$ cat config.mk
export PLATFORM = sky130hd
export DESIGN_NAME = html_text_normalizer_top
export DESIGN_NICKNAME = d
export VERILOG_FILES = /design/src/rtl/core/hnorm_pkg.sv /design/src/rtl/core/html_text_normalizer_top.sv
export SDC_FILE = /design/constraint.sdc
export NUM_CORES = 1
export LEC_CHECK = 0
export ABC_AREA = 1
export BUFFER_PORTS_ARGS = -buffer_cell sky130_fd_sc_hd__buf_2
export CORE_MARGIN = 5
export CORE_UTILIZATION = 35
export CTS_BUF_LIST = sky130_fd_sc_hd__clkbuf_8
export DETAILED_ROUTE_END_ITERATION = 8
export SETUP_SLACK_MARGIN = 0.1
export SYNTH_ARGS = -nofsm -noshare
export SYNTH_HDL_FRONTEND = slang
export SYNTH_SLANG_ARGS = --single-unit
$ cat constraint.sdc
create_clock -name clk -period 2.8 [get_ports clk]
set_clock_uncertainty 0.05 [all_clocks]
set_input_delay 0.14 -clock clk [delete_from_list [all_inputs] [get_ports clk]]
set_output_delay 0.14 -clock clk [all_outputs]
set_load 0.1 [all_outputs]
$ cat src/rtl/core/hnorm_pkg.sv
`default_nettype none

package hnorm_pkg;

    localparam int LEVEL_BITS = 16;

    typedef logic signed [LEVEL_BITS-1:0] level_t;

    localparam level_t LEVEL_MAX = level_t'({1'b0, {(LEVEL_BITS-1){1'b1}}});
    localparam level_t LEVEL_MIN = level_t'({1'b1, {(LEVEL_BITS-1){1'b0}}});
    localparam level_t LEVEL_ONE = level_t'(1);

    localparam logic [7:0] CH_LT    = 8'h3C;
    localparam logic [7:0] CH_EQ    = 8'h3D;
    localparam logic [7:0] CH_GT    = 8'h3E;
    localparam logic [7:0] CH_SQ    = 8'h27;
    localparam logic [7:0] CH_DQ    = 8'h22;
    localparam logic [7:0] CH_SP    = 8'h20;
    localparam logic [7:0] CH_TAB   = 8'h09;
    localparam logic [7:0] CH_CR    = 8'h0D;
    localparam logic [7:0] CH_UP_A  = 8'h41;
    localparam logic [7:0] CH_UP_Z  = 8'h5A;
    localparam logic [7:0] CASE_OFS = 8'h20;

    typedef struct packed {
        logic [7:0] data;
        logic       valid;
        logic       last;
    } result_t;

    function automatic logic is_ws(input logic [7:0] c);
        return (c == CH_SP) || (c >= CH_TAB && c <= CH_CR);
    endfunction

    function automatic logic is_upper(input logic [7:0] c);
        return (c >= CH_UP_A) && (c <= CH_UP_Z);
    endfunction

endpackage

`default_nettype wire

$ cat src/rtl/core/html_text_normalizer_top.sv
// Channel | Handshake             | Payload
// input   | byte_valid/byte_ready | in_byte, end_of_text
// result  | res_valid/res_ready   | out_byte, out_valid, out_last
//
// One item per cycle while the queue has room: a byte is registered,
// decoded and its zero to two results are pushed into a 3-entry result queue.
// The decode stage advances while the queue holds at most one result, so
// an item giving two results holds the input back until a result leaves, and a
// stalled result side stalls the input once two results wait.
// byte_ready depends only on registered state.
// Reset clears the tag state, the input stage and the queue.
`default_nettype none

module html_text_normalizer_top (
    input  wire logic       clk,
    input  wire logic       rst_n,
    input  wire logic       byte_valid,
    output logic            byte_ready,
    input  wire logic [7:0] in_byte,
    input  wire logic       end_of_text,
    output logic            res_valid,
    input  wire logic       res_ready,
    output logic [7:0]      out_byte,
    output logic            out_valid,
    output logic            out_last
);

    localparam int QDEPTH  = 3;
    localparam int MAX_RES = 2;
    localparam int CNT_W   = $clog2(QDEPTH + 1);

    // input stage
    logic       s1_valid_reg;
    logic [7:0] s1_byte_reg;
    logic       s1_eot_reg;
    logic       s1_fire;

    // parser state
    hnorm_pkg::level_t level_reg, level_next;
    logic seen_reg, seen_next;
    logic quote_reg, quote_next;
    logic held_reg, held_next;
    logic peq_reg, peq_next;

    // result queue
    hnorm_pkg::result_t q_reg  [QDEPTH];
    hnorm_pkg::result_t q_next [QDEPTH];
    logic [CNT_W-1:0]   cnt_reg, cnt_next;
    logic               pop;
    logic [CNT_W-1:0]   base;

    // decode results
    hnorm_pkg::result_t r0, r1;
    logic [1:0]         nres;

    hnorm_pkg::level_t lvl_inc, lvl_dec;
    logic              lvl_is1;
    logic              flush, emit_b, eot_space, conv;
    logic [7:0]        b;
    logic [7:0]        c;

    assign s1_fire    = s1_valid_reg && (cnt_reg <= CNT_W'(QDEPTH - MAX_RES));
    assign byte_ready = !s1_valid_reg || s1_fire;

    always_ff @(posedge clk or negedge rst_n)
    begin
        if (!rst_n)
        begin
            s1_valid_reg <= 1'b0;
        end
        else if (byte_ready)
        begin
            s1_valid_reg <= byte_valid;
        end
    end

    always_ff @(posedge clk)
    begin
        if (byte_ready && byte_valid)
        begin
            s1_byte_reg <= in_byte;
            s1_eot_reg  <= end_of_text;
        end
    end

    assign c       = s1_byte_reg;
    assign lvl_is1 = (level_reg == hnorm_pkg::LEVEL_ONE);
    assign lvl_inc = (level_reg == hnorm_pkg::LEVEL_MAX) ? level_reg
                                                         : level_reg + hnorm_pkg::LEVEL_ONE;
    assign lvl_dec = (level_reg == hnorm_pkg::LEVEL_MIN) ? level_reg
                                                         : level_reg - hnorm_pkg::LEVEL_ONE;

    always_comb
    begin
        level_next = level_reg;
        seen_next  = seen_reg;
        quote_next = quote_reg;
        held_next  = held_reg;
        peq_next   = peq_reg;
        flush      = 1'b0;
        emit_b     = 1'b0;
        b          = c;
        conv       = 1'b0;

        if (c == hnorm_pkg::CH_LT)
        begin
            flush      = held_reg;
            emit_b     = 1'b1;
            level_next = lvl_inc;
            held_next  = 1'b0;
            if (lvl_inc == hnorm_pkg::LEVEL_ONE)
            begin
                seen_next = 1'b1;
            end
        end
        else if (c == hnorm_pkg::CH_EQ && lvl_is1)
        begin
            emit_b    = 1'b1;
            held_next = 1'b0;
            seen_next = 1'b1;
        end
        else if (hnorm_pkg::is_ws(c))
        begin
            if (!seen_reg)
            begin
                held_next = 1'b1;
                seen_next = 1'b1;
                peq_next  = 1'b0;
            end
        end
        else if (c == hnorm_pkg::CH_GT)
        begin
            flush      = !lvl_is1 && held_reg;
            emit_b     = 1'b1;
            held_next  = 1'b0;
            level_next = lvl_dec;
        end
        else if (c == hnorm_pkg::CH_SQ && lvl_is1)
        begin
            conv      = quote_reg || (!held_reg && peq_reg);
            flush     = held_reg;
            emit_b    = 1'b1;
            held_next = 1'b0;
            b         = conv ? hnorm_pkg::CH_DQ : hnorm_pkg::CH_SQ;
            if (conv)
            begin
                quote_next = !quote_reg;
            end
        end
        else
        begin
            flush     = held_reg;
            emit_b    = 1'b1;
            held_next = 1'b0;
            seen_next = 1'b0;
            b         = hnorm_pkg::is_upper(c) ? c + hnorm_pkg::CASE_OFS : c;
        end

        if (emit_b)
        begin
            peq_next = (b == hnorm_pkg::CH_EQ);
        end

        eot_space = s1_eot_reg && held_next;

        r0.data  = flush ? hnorm_pkg::CH_SP : (emit_b ? b : (eot_space ? hnorm_pkg::CH_SP : 8'h00));
        r0.valid = flush || emit_b || eot_space;
        r0.last  = s1_eot_reg && !(flush && emit_b);
        r1.data  = b;
        r1.valid = 1'b1;
        r1.last  = s1_eot_reg;

        if (flush && emit_b)
        begin
            nres = 2'd2;
        end
        else if (r0.valid || s1_eot_reg)
        begin
            nres = 2'd1;
        end
        else
        begin
            nres = 2'd0;
        end

        if (s1_eot_reg)
        begin
            level_next = '0;
            seen_next  = 1'b0;
            quote_next = 1'b0;
            held_next  = 1'b0;
            peq_next   = 1'b0;
        end
    end

    always_ff @(posedge clk or negedge rst_n)
    begin
        if (!rst_n)
        begin
            level_reg <= '0;
            seen_reg  <= 1'b0;
            quote_reg <= 1'b0;
            held_reg  <= 1'b0;
            peq_reg   <= 1'b0;
        end
        else if (s1_fire)
        begin
            level_reg <= level_next;
            seen_reg  <= seen_next;
            quote_reg <= quote_next;
            held_reg  <= held_next;
            peq_reg   <= peq_next;
        end
    end

    assign res_valid = (cnt_reg != '0);
    assign pop       = res_valid && res_ready;
    assign out_byte  = q_reg[0].data;
    assign out_valid = q_reg[0].valid;
    assign out_last  = q_reg[0].last;
    assign base      = cnt_reg - CNT_W'(pop);

    always_comb
    begin
        for (int i = 0; i < QDEPTH; i++)
        begin
            q_next[i] = q_reg[i];
            if (CNT_W'(i) < base)
            begin
                if (pop)
                begin
                    q_next[i] = q_reg[(i < QDEPTH - 1) ? i + 1 : i];
                end
            end
            else if (s1_fire && CNT_W'(i) == base && nres != 2'd0)
            begin
                q_next[i] = r0;
            end
            else if (s1_fire && CNT_W'(i) == base + 1'b1 && nres == 2'd2)
            begin
                q_next[i] = r1;
            end
        end
        cnt_next = base + (s1_fire ? CNT_W'(nres) : '0);
    end

    always_ff @(posedge clk or negedge rst_n)
    begin
        if (!rst_n)
        begin
            cnt_reg <= '0;
        end
        else
        begin
            cnt_reg <= cnt_next;
        end
    end

    always_ff @(posedge clk)
    begin
        for (int i = 0; i < QDEPTH; i++)
        begin
            q_reg[i] <= q_next[i];
        end
    end

endmodule

`default_nettype wire

---- Yosys cells after proc, flatten, opt, wreduce, memory -nomap -nowiden ----
Memories as Yosys holds them, arrays and structs flattened.
Cells that the tools add are included.
word-level totals
  memories kept ........................... 1
  output and inout bits ................... 12
  logic and storage cells ................. 162
  bits in writable memories ............... 30
  register bits ........................... 32
  input port bits ......................... 13
memory list
  name   words  width  read ports  clocked after memory_dff  wr ports  RTL line                        RTL
  q_reg  3      10     3           0                         3         html_text_normalizer_top.sv:46  hnorm_pkg::result_t q_reg [QDEPTH];
operators by class
  muxes and demuxes ....................... 63
  order comparisons ....................... 8
  equal/unequal tests ..................... 28
  add/sub/neg operators ................... 6
  reductions and logical operators ........ 47
operators by type and width
  operator                                                                              number
  16-bit two-way mux                                                                    7
  10-bit two-way mux                                                                    11
  8-bit two-way mux                                                                     8
  8-bit by 6-bit equality test with 1-bit output (second input constant)                6
  1-bit two-way mux                                                                     33
  16-bit equality test (second input constant)                                          2
  16-bit by 2-bit equality test with 1-bit output (second input constant)               2
  1-bit logical AND                                                                     24
  16-bit by 2-bit adder with 16-bit output (second input constant)                      1
  16-bit by 2-bit subtractor with 16-bit output (second input constant)                 1
  3-bit != test (second input constant)                                                 4
  5-bit != test (second input constant)                                                 2
  5-bit AND reduction                                                                   2
  3-bit by 2-bit != test with 1-bit output (second input constant)                      3
  8-bit by 6-bit adder with 8-bit output (second input constant)                        1
  8-bit by 4-bit greater-or-equal comparator with 1-bit output (second input constant)  1
  8-bit by 7-bit greater-or-equal comparator with 1-bit output (second input constant)  1
  8-bit by 4-bit less-or-equal comparator with 1-bit output (second input constant)     1
  8-bit by 7-bit less-or-equal comparator with 1-bit output (second input constant)     1
  2-bit != test (second input constant)                                                 4
  2-bit nonzero test                                                                    4
  7-bit AND reduction                                                                   1
  1-bit logical OR                                                                      6
  6-bit two-way mux                                                                     1
  other kinds (15)                                                                      25

---- Depth between registers and ports, before layout ----
Gate-level depths: netlist of run 1.
  depth after elaboration ................. 17
  mapped depth ............................ 15

---- Least setup slack after synthesis of run 1 ----
Ideal clock, no wire load.
  kind .................................... flip-flop to flip-flop
  from .................................... reg cnt_reg[1] (netlist name)
  to ...................................... mem q_reg[0][0] (netlist name) (enable)
  buffers on the path ..................... 0
  setup slack ............................. -0.257 ns
  data arrival time ....................... 2.628 ns
  period minus slack after synthesis ...... 3.057 ns
  stages on the path, launching flop included .. 14
  setup time .............................. 0.379 ns
  cells stage by stage .................... dfrtp_1 inv_2 nand2_1 nand2_1 inv_1 ha_1 inv_1 nand2_1 nand2_1 inv_1 nor2_4 inv_1 nor2_1 o21bai_1
RTL lines
  item       RTL line
  to (decl)  html_text_normalizer_top.sv:46

==> metrics.yaml, run 1 <==
run_status:
  outcome: "complete, no violations"
critical_path:
  critPathMaxStageDelay_ns: 0.43
  worst_setup_path_start_kind: "flip-flop"
  crit_path_end_kind: "flip-flop"
  worstPathArrival_ns: 2.37
  crit_top_cell: "inv_1"
  r2r_slack_ns: 0.37
  rr_worst_depth: 13
  timing.rr.end: "q_reg[0][7]"
  path_buf_inv: 5
  required_ns: 2.74
  worst-setup-path-type: "reg2reg"
  reg2reg_from: "cnt_reg[1]"
  crit_chain: "inv_2, nand2_4, nand2_1, inv_1, ha_1, inv_1, nand2_1, nand2_1, inv_1, nor2_4, inv_1, nor2_1, o21bai_2"
  cp_slowest_cell: "dfrtp_1"
  crit_family: "simple AND/OR/NAND/NOR gates"
  worst-path-max-fanout: 10
yosys:
  yosysTopAreaCell: "edfxtp_1"
  ys.flop_type: "edfxtp_1"
  synthSimpleGateAreaFrac_pct: 34.62
  synth_xor_area_share_pct: 3.618
  synth-async-reset-ratio_pct: 37.10
  synth_edf_count: 39
  synth_area_sq_um: 4254
  synth_area_leaders: "edfxtp_1 28%, dfrtp_1 14%, nand2_1 12%"
  syn_area_per_cell_sq_um: 7.834
  synth.area.mux_share_pct: 0
  postSynthCellCount: 543
  yosys_warnings: 0
  synth_fa_ha_area_share_pct: 2.059
  synth_top_family_by_area: "simple AND/OR/NAND/NOR gates"
  synth_seq_cells: 62
  synth_top_area_share_pct: 27.53
  yosysUniqueCellTypes: 43
  synth_nets: 563
  synth_compound_area_share_pct: 9.735
  yosysSeqAreaShare_pct: 41.06
final_layout:
  diodes: 0
  largest_reg_flops: 30
  layout_commonest_cell: "nand2_1"
  final_cell_mix: "135 x nand2_1, 64 x nor2_1, 54 x inv_1"
  layout-drive-gt1-share_pct: 18.32
  area_growth_pct: 13.35
  fin_area_sq_um: 4822
  fillers: 1220
  nNetsFinal: 599
cts:
  numCtsBuffers: 9
  htree_levels: 3
  clk_pin_slew_ns: 0.08
  clkSinkCount: 62
  clockBufferDepth: 2
  postCtsSetupRepairBufs: 0
  clock-root-buffer: "clkbuf_8"
  cts_tree: "built"
  clk_latency_ns: 0.36
floorplan:
  num_rows: 40
  die_y_um: 120.2
  initial_utilization_pct: 35.56
  core-area_sq_um: 11960
  io_pins: 25
  die_x_um: 120.2
  dieArea_sq_um: 14460
power:
  switching_share_pct: 51.23
  p_int_mw: 2.719
  power_leakage_nw: 2.188
  p_switching_mw: 2.856
  p_seq_share_pct: 30.6
  p_clk_share_pct: 14.8
  p_per_area_nw_per_um2: 1156
  comb_power_share_pct: 54.6
  max-vdd-ir-drop_mv: 0.5608
routing:
  drtIter0Drc: 230
  vias: 3599
  vias_per_cell: 4.923
  ant_nets: 0
  first_pass_iters: 4
  drc: 0
  wl_um: 10080
  wire_per_inst_um: 13.79
global_route:
  grt_pass1_wl_um: 17070
  grt.total_usage_pct: 14.59
  gr-max-usage-layer: "met2"
  antenna_found_initial: 0
  use_met3_pct: 3.789
  use_met1_pct: 18.26
  grt_overflow_total: 0
  grt_max_degree: 24
  grt_use_met2_pct: 24.45
  grt_pass1_vias: 3570
min_path:
  hp-class: "in2async"
sta:
  slew_headroom_pct: 62.56
  hold_viol: 0
  fmax_mhz: 411.1
  rsz0062_at_grt: "false"
  tightest_slew_ns: 0.5615
  finalCritPeriodShare_pct: 86.88
  fin_crit_ns: 2.433
  final-setup-viol-count: 0
  setup_tns_ns: 0
  slew_violations: 0
run:
  cap_violations: 0
placed_design:
  dp_hpwl_um: 7880
  placed_area_sq_um: 4503
  io_buffers: 24
  place_congestion: 0.9116
synth_stat cells (9+ instances only):
| master | number |
|---|---|
| nand4_1 | 11 |
| nand2_1 | 136 |
| edfxtp_1 | 39 |
| xor2_1 | 14 |
| nor2_4 | 9 |
| a21oi_1 | 18 |
| nand2_2 | 10 |
| o21ai_0 | 23 |
| inv_1 | 54 |
| dfrtp_1 | 23 |
| nor2_1 | 64 |
| o21ai_1 | 9 |
| buf_4 | 9 |
| nand3_1 | 48 |
routing by layer:
metal	vias up	share of wire [%]
met3	13	4.3
met1	1675	46
met4	0	1.6
met5	-	0
met2	60	48
li1	1851	-
how the worst max path moves through the flow:
stage	from	to	slack, ns	cells past startpoint
2_1_floorplan	cnt_reg[1]	q_reg[0][0]	0.22	13
3_3_place_gp	cnt_reg[1]	q_reg[0][9]	0.37	13
3_5_place_dp	cnt_reg[1]	q_reg[0][8]	0.25	13
4_1_cts	cnt_reg[1]	q_reg[0][7]	0.21	13
5_1_grt	cnt_reg[1]	q_reg[0][7]	0.18	13
6_report	cnt_reg[1]	q_reg[0][7]	0.37	13
power by group through the flow:
stage	registers [mW]	logic, mW	clock network (mW)
final	1.70	3.04	0.827
after global routing	1.75	3.36	0.893
after CTS	1.70	3.05	0.849
after detailed placement	1.72	3.03	0
after global placement	1.72	2.99	0
after floorplan	1.72	2.48	0
cell type report:
class	count	area [sq um]	area share, %
clock inverter	7	81.33	1.687
clock buffer	9	123.9	2.569
multi-input combinational	397	2140	44.37
timing repair buffer	45	305.3	6.331
tap	147	183.9	3.814
sequential	62	1747	36.22
inverter	64	241.5	5.008
stage by stage:
stage	setup slack, ns	utilization [%]	power [mW]	hold WS (ns)	instances
after CTS	0.2068	40.28	5.600	0.2857	731
final	0.3673	40.31	5.575	0.2589	731
after floorplan	0.2164	-	4.207	-0.2056	543
after detailed placement	0.2456	37.65	4.748	0.1186	704
after global routing	0.1795	40.31	6.005	0.3213	731
after global placement	0.3746	37.65	4.707	0.1274	704
timing repair:
| item | CTS | global route |
|---|---|---|
| hold buffers | 11 | 0 |
| gates resized for setup | 0 | 1 |
| setup endpoints to repair | 0 | 10 |
| hold endpoints to repair | 33 | 0 |
cell families (layout without fill, tap and decap cells):
logic type               Yosys count  count (layout)
XOR/XNOR                          16              16
AO/OA/AOI/OAI                     69              69
flip-flops                        62              62
AND/OR/NAND/NOR                  305             305
adder cells (fa/ha/maj)            7               7
buffers and inverters             84             125
Power figures use the tool's default switching activity.
==> run 2: changes to the inputs <==
--- a/config.mk
+++ b/config.mk
@@ -11,7 +11,9 @@
 export CORE_UTILIZATION = 35
 export CTS_BUF_LIST = sky130_fd_sc_hd__clkbuf_8
 export DETAILED_ROUTE_END_ITERATION = 8
+export RECOVER_POWER = 50
 export SETUP_SLACK_MARGIN = 0.1
+export SLEW_MARGIN = 25
 export SYNTH_ARGS = -nofsm -noshare
 export SYNTH_HDL_FRONTEND = slang
 export SYNTH_SLANG_ARGS = --single-unit
==> run 2 against run 1 <==
Against the previous run: hold slack gained 0.074 ns; via count increased by 1.1%; combinational power shrank 2%; critical endpoint unchanged; largest power group unchanged.
==> metrics.yaml, run 2 (synthesis gave the netlist of run 1 again) <==
placed_design:
  dp_hpwl_um: 7880
  numPlacedInstances: 704
  dp_slack_ns: 0.2456
  place_congestion: 0.9116
  io_buffers: 24
global_route:
  grt_pass1_vias: 3570
  grt_pass1_wl_um: 17070
  antenna_found_initial: 0
  grt_max_degree: 24
  grt.total_usage_pct: 14.59
  grt_overflow_total: 0
critical_path:
  crit_path_end_kind: "flip-flop"
  worst-setup-path-type: "reg2reg"
  worst_setup_path_start_kind: "flip-flop"
  crit_family: "simple AND/OR/NAND/NOR gates"
  crit_top_cell: "inv_1"
  critPathMaxStageDelay_ns: 0.42
  path_buf_inv: 5
  required_ns: 2.74
  crit_chain: "inv_1, nand2_4, nand2_1, inv_1, ha_1, inv_1, nand2_1, nand2_1, inv_1, nor2_4, inv_1, nor2_1, o21bai_2"
  worstPathArrival_ns: 2.41
  worst-path-max-fanout: 10
  cp_slowest_cell: "dfrtp_1"
power:
  power_leakage_nw: 2.121
  p_int_mw: 2.683
  p_per_area_nw_per_um2: 1157
  p_seq_share_pct: 30.9
  switching_share_pct: 51.37
  max-vdd-ir-drop_mv: 0.5554
  comb_power_share_pct: 54.2
  p_clk_share_pct: 14.9
  p_switching_mw: 2.834
  power_mw: 5.516
min_path:
  hp-class: "in2reg"
final_layout:
  multi_input_area_sq_um: 2103
  nNetsFinal: 599
  largest_reg_flops: 30
  instances_no_fill: 731
  layout-drive-gt1-share_pct: 14.04
  layout_commonest_cell: "nand2_1"
  area_growth_pct: 12.03
  fillers: 1239
  seqCellArea_sq_um: 1747
  final_cell_mix: "139 x nand2_1, 66 x nor2_1, 57 x inv_1"
  diodes: 0
floorplan:
  die_x_um: 120.2
  die_y_um: 120.2
  io_pins: 25
  num_rows: 40
  dieArea_sq_um: 14460
  core-area_sq_um: 11960
  initial_utilization_pct: 35.56
cts:
  clockBufferDepth: 2
  cts_tree: "built"
  htree_levels: 3
  clkSinkCount: 62
  clk_latency_ns: 0.35
  clk_pin_slew_ns: 0.08
  clock-root-buffer: "clkbuf_8"
  numCtsBuffers: 9
  postCtsSetupRepairBufs: 0
sta:
  worst_slack_ns: 0.3290
  rsz0062_at_grt: "false"
  slew_headroom_pct: 9.959
  fin_crit_ns: 2.471
  fmax_mhz: 404.7
  holdWs_ns: 0.3328
  final-setup-viol-count: 0
  slew_violations: 0
  hold_viol: 0
  setup_tns_ns: 0
  finalCritPeriodShare_pct: 88.25
  tightest_slew_ns: 1.351
routing:
  dr.max_layer_used: "met4"
  wl_met1_um: 4612
  vias_per_cell: 4.977
  met3_wirelength_um: 448
  wl_um: 10100
  vias: 3638
  drtIter0Drc: 244
  ant_nets: 0
  first_pass_iters: 5
  drc: 0
  wl_met2_um: 4861
  wire_per_inst_um: 13.81
run_status:
  outcome: "complete, no violations"
run:
  cap_violations: 0
-- run 2: cell types whose count changed in the layout (fill, tap and decap cells not counted), sizes merged --
cell    change
clkinv      +1
inv         -1
clkbuf     +14
buf        -14
-- run 2: power by group through the flow --
| stage | sequential (mW) | clock (mW) | combinational [mW] |
|---|---|---|---|
| global route | 1.75 | 0.893 | 3.31 |
| finish | 1.70 | 0.823 | 2.99 |
| global placement | 1.72 | 0 | 2.99 |
| detailed placement | 1.72 | 0 | 3.03 |
| CTS | 1.70 | 0.849 | 3.05 |
| floorplan | 1.72 | 0 | 2.48 |
-- run 2: through the flow --
stage | utilization, % | instance area [sq um]
global placement | 37.65 | 4503
CTS | 40.28 | 4818
floorplan | - | 4262
detailed placement | 37.65 | 4503
finish | 39.84 | 4766
global route | 39.84 | 4766
-- run 2: worst paths after layout --
kind,slack (ns),end,start,cells past startpoint
max,0.33,q_reg[0][7],cnt_reg[1],13
max reg2reg,0.33,q_reg[0][7],cnt_reg[1],13
min in group asynchronous,0.57,level_reg[1],rst_n,2
min,0.33,q_reg[0][2],res_ready,3
max in group asynchronous,1.33,quote_reg,rst_n,2
min reg2reg,0.44,peq_reg,peq_reg,2
-- run 2: layout make-up --
class / instances / share of cell area, %
inverters: 64 / 5.067
well taps: 147 / 3.859
clock inverters: 7 / 1.706
multi-input cells: 397 / 44.13
clock buffers: 9 / 2.599
flip-flops and latches: 62 / 36.65
repair buffers: 45 / 5.986
-- run 2: worst register-to-register path: stages (launching register included) --
cell      delay [ns]
dfrtp_1         0.42
inv_1           0.14
nand2_4         0.05
nand2_1         0.09
inv_1           0.06
ha_1            0.21
inv_1           0.08
nand2_1         0.06
nand2_1         0.08
inv_1           0.08
nor2_4          0.21
inv_1           0.09
nor2_1          0.20
o21bai_2        0.29
-- run 2: per-layer routing --
| layer | GRT usage (%) | vias up |
|---|---|---|
| met5 | 0 | - |
| met4 | 5.099 | 0 |
| met3 | 3.789 | 14 |
| met2 | 24.45 | 73 |
| met1 | 18.26 | 1694 |
| li1 | - | 1857 |
-- run 2: repair_timing --
action,CTS,global route
setup endpoints to repair,0,10
gates resized for setup,0,1
hold endpoints to repair,33,0
hold buffers,11,0
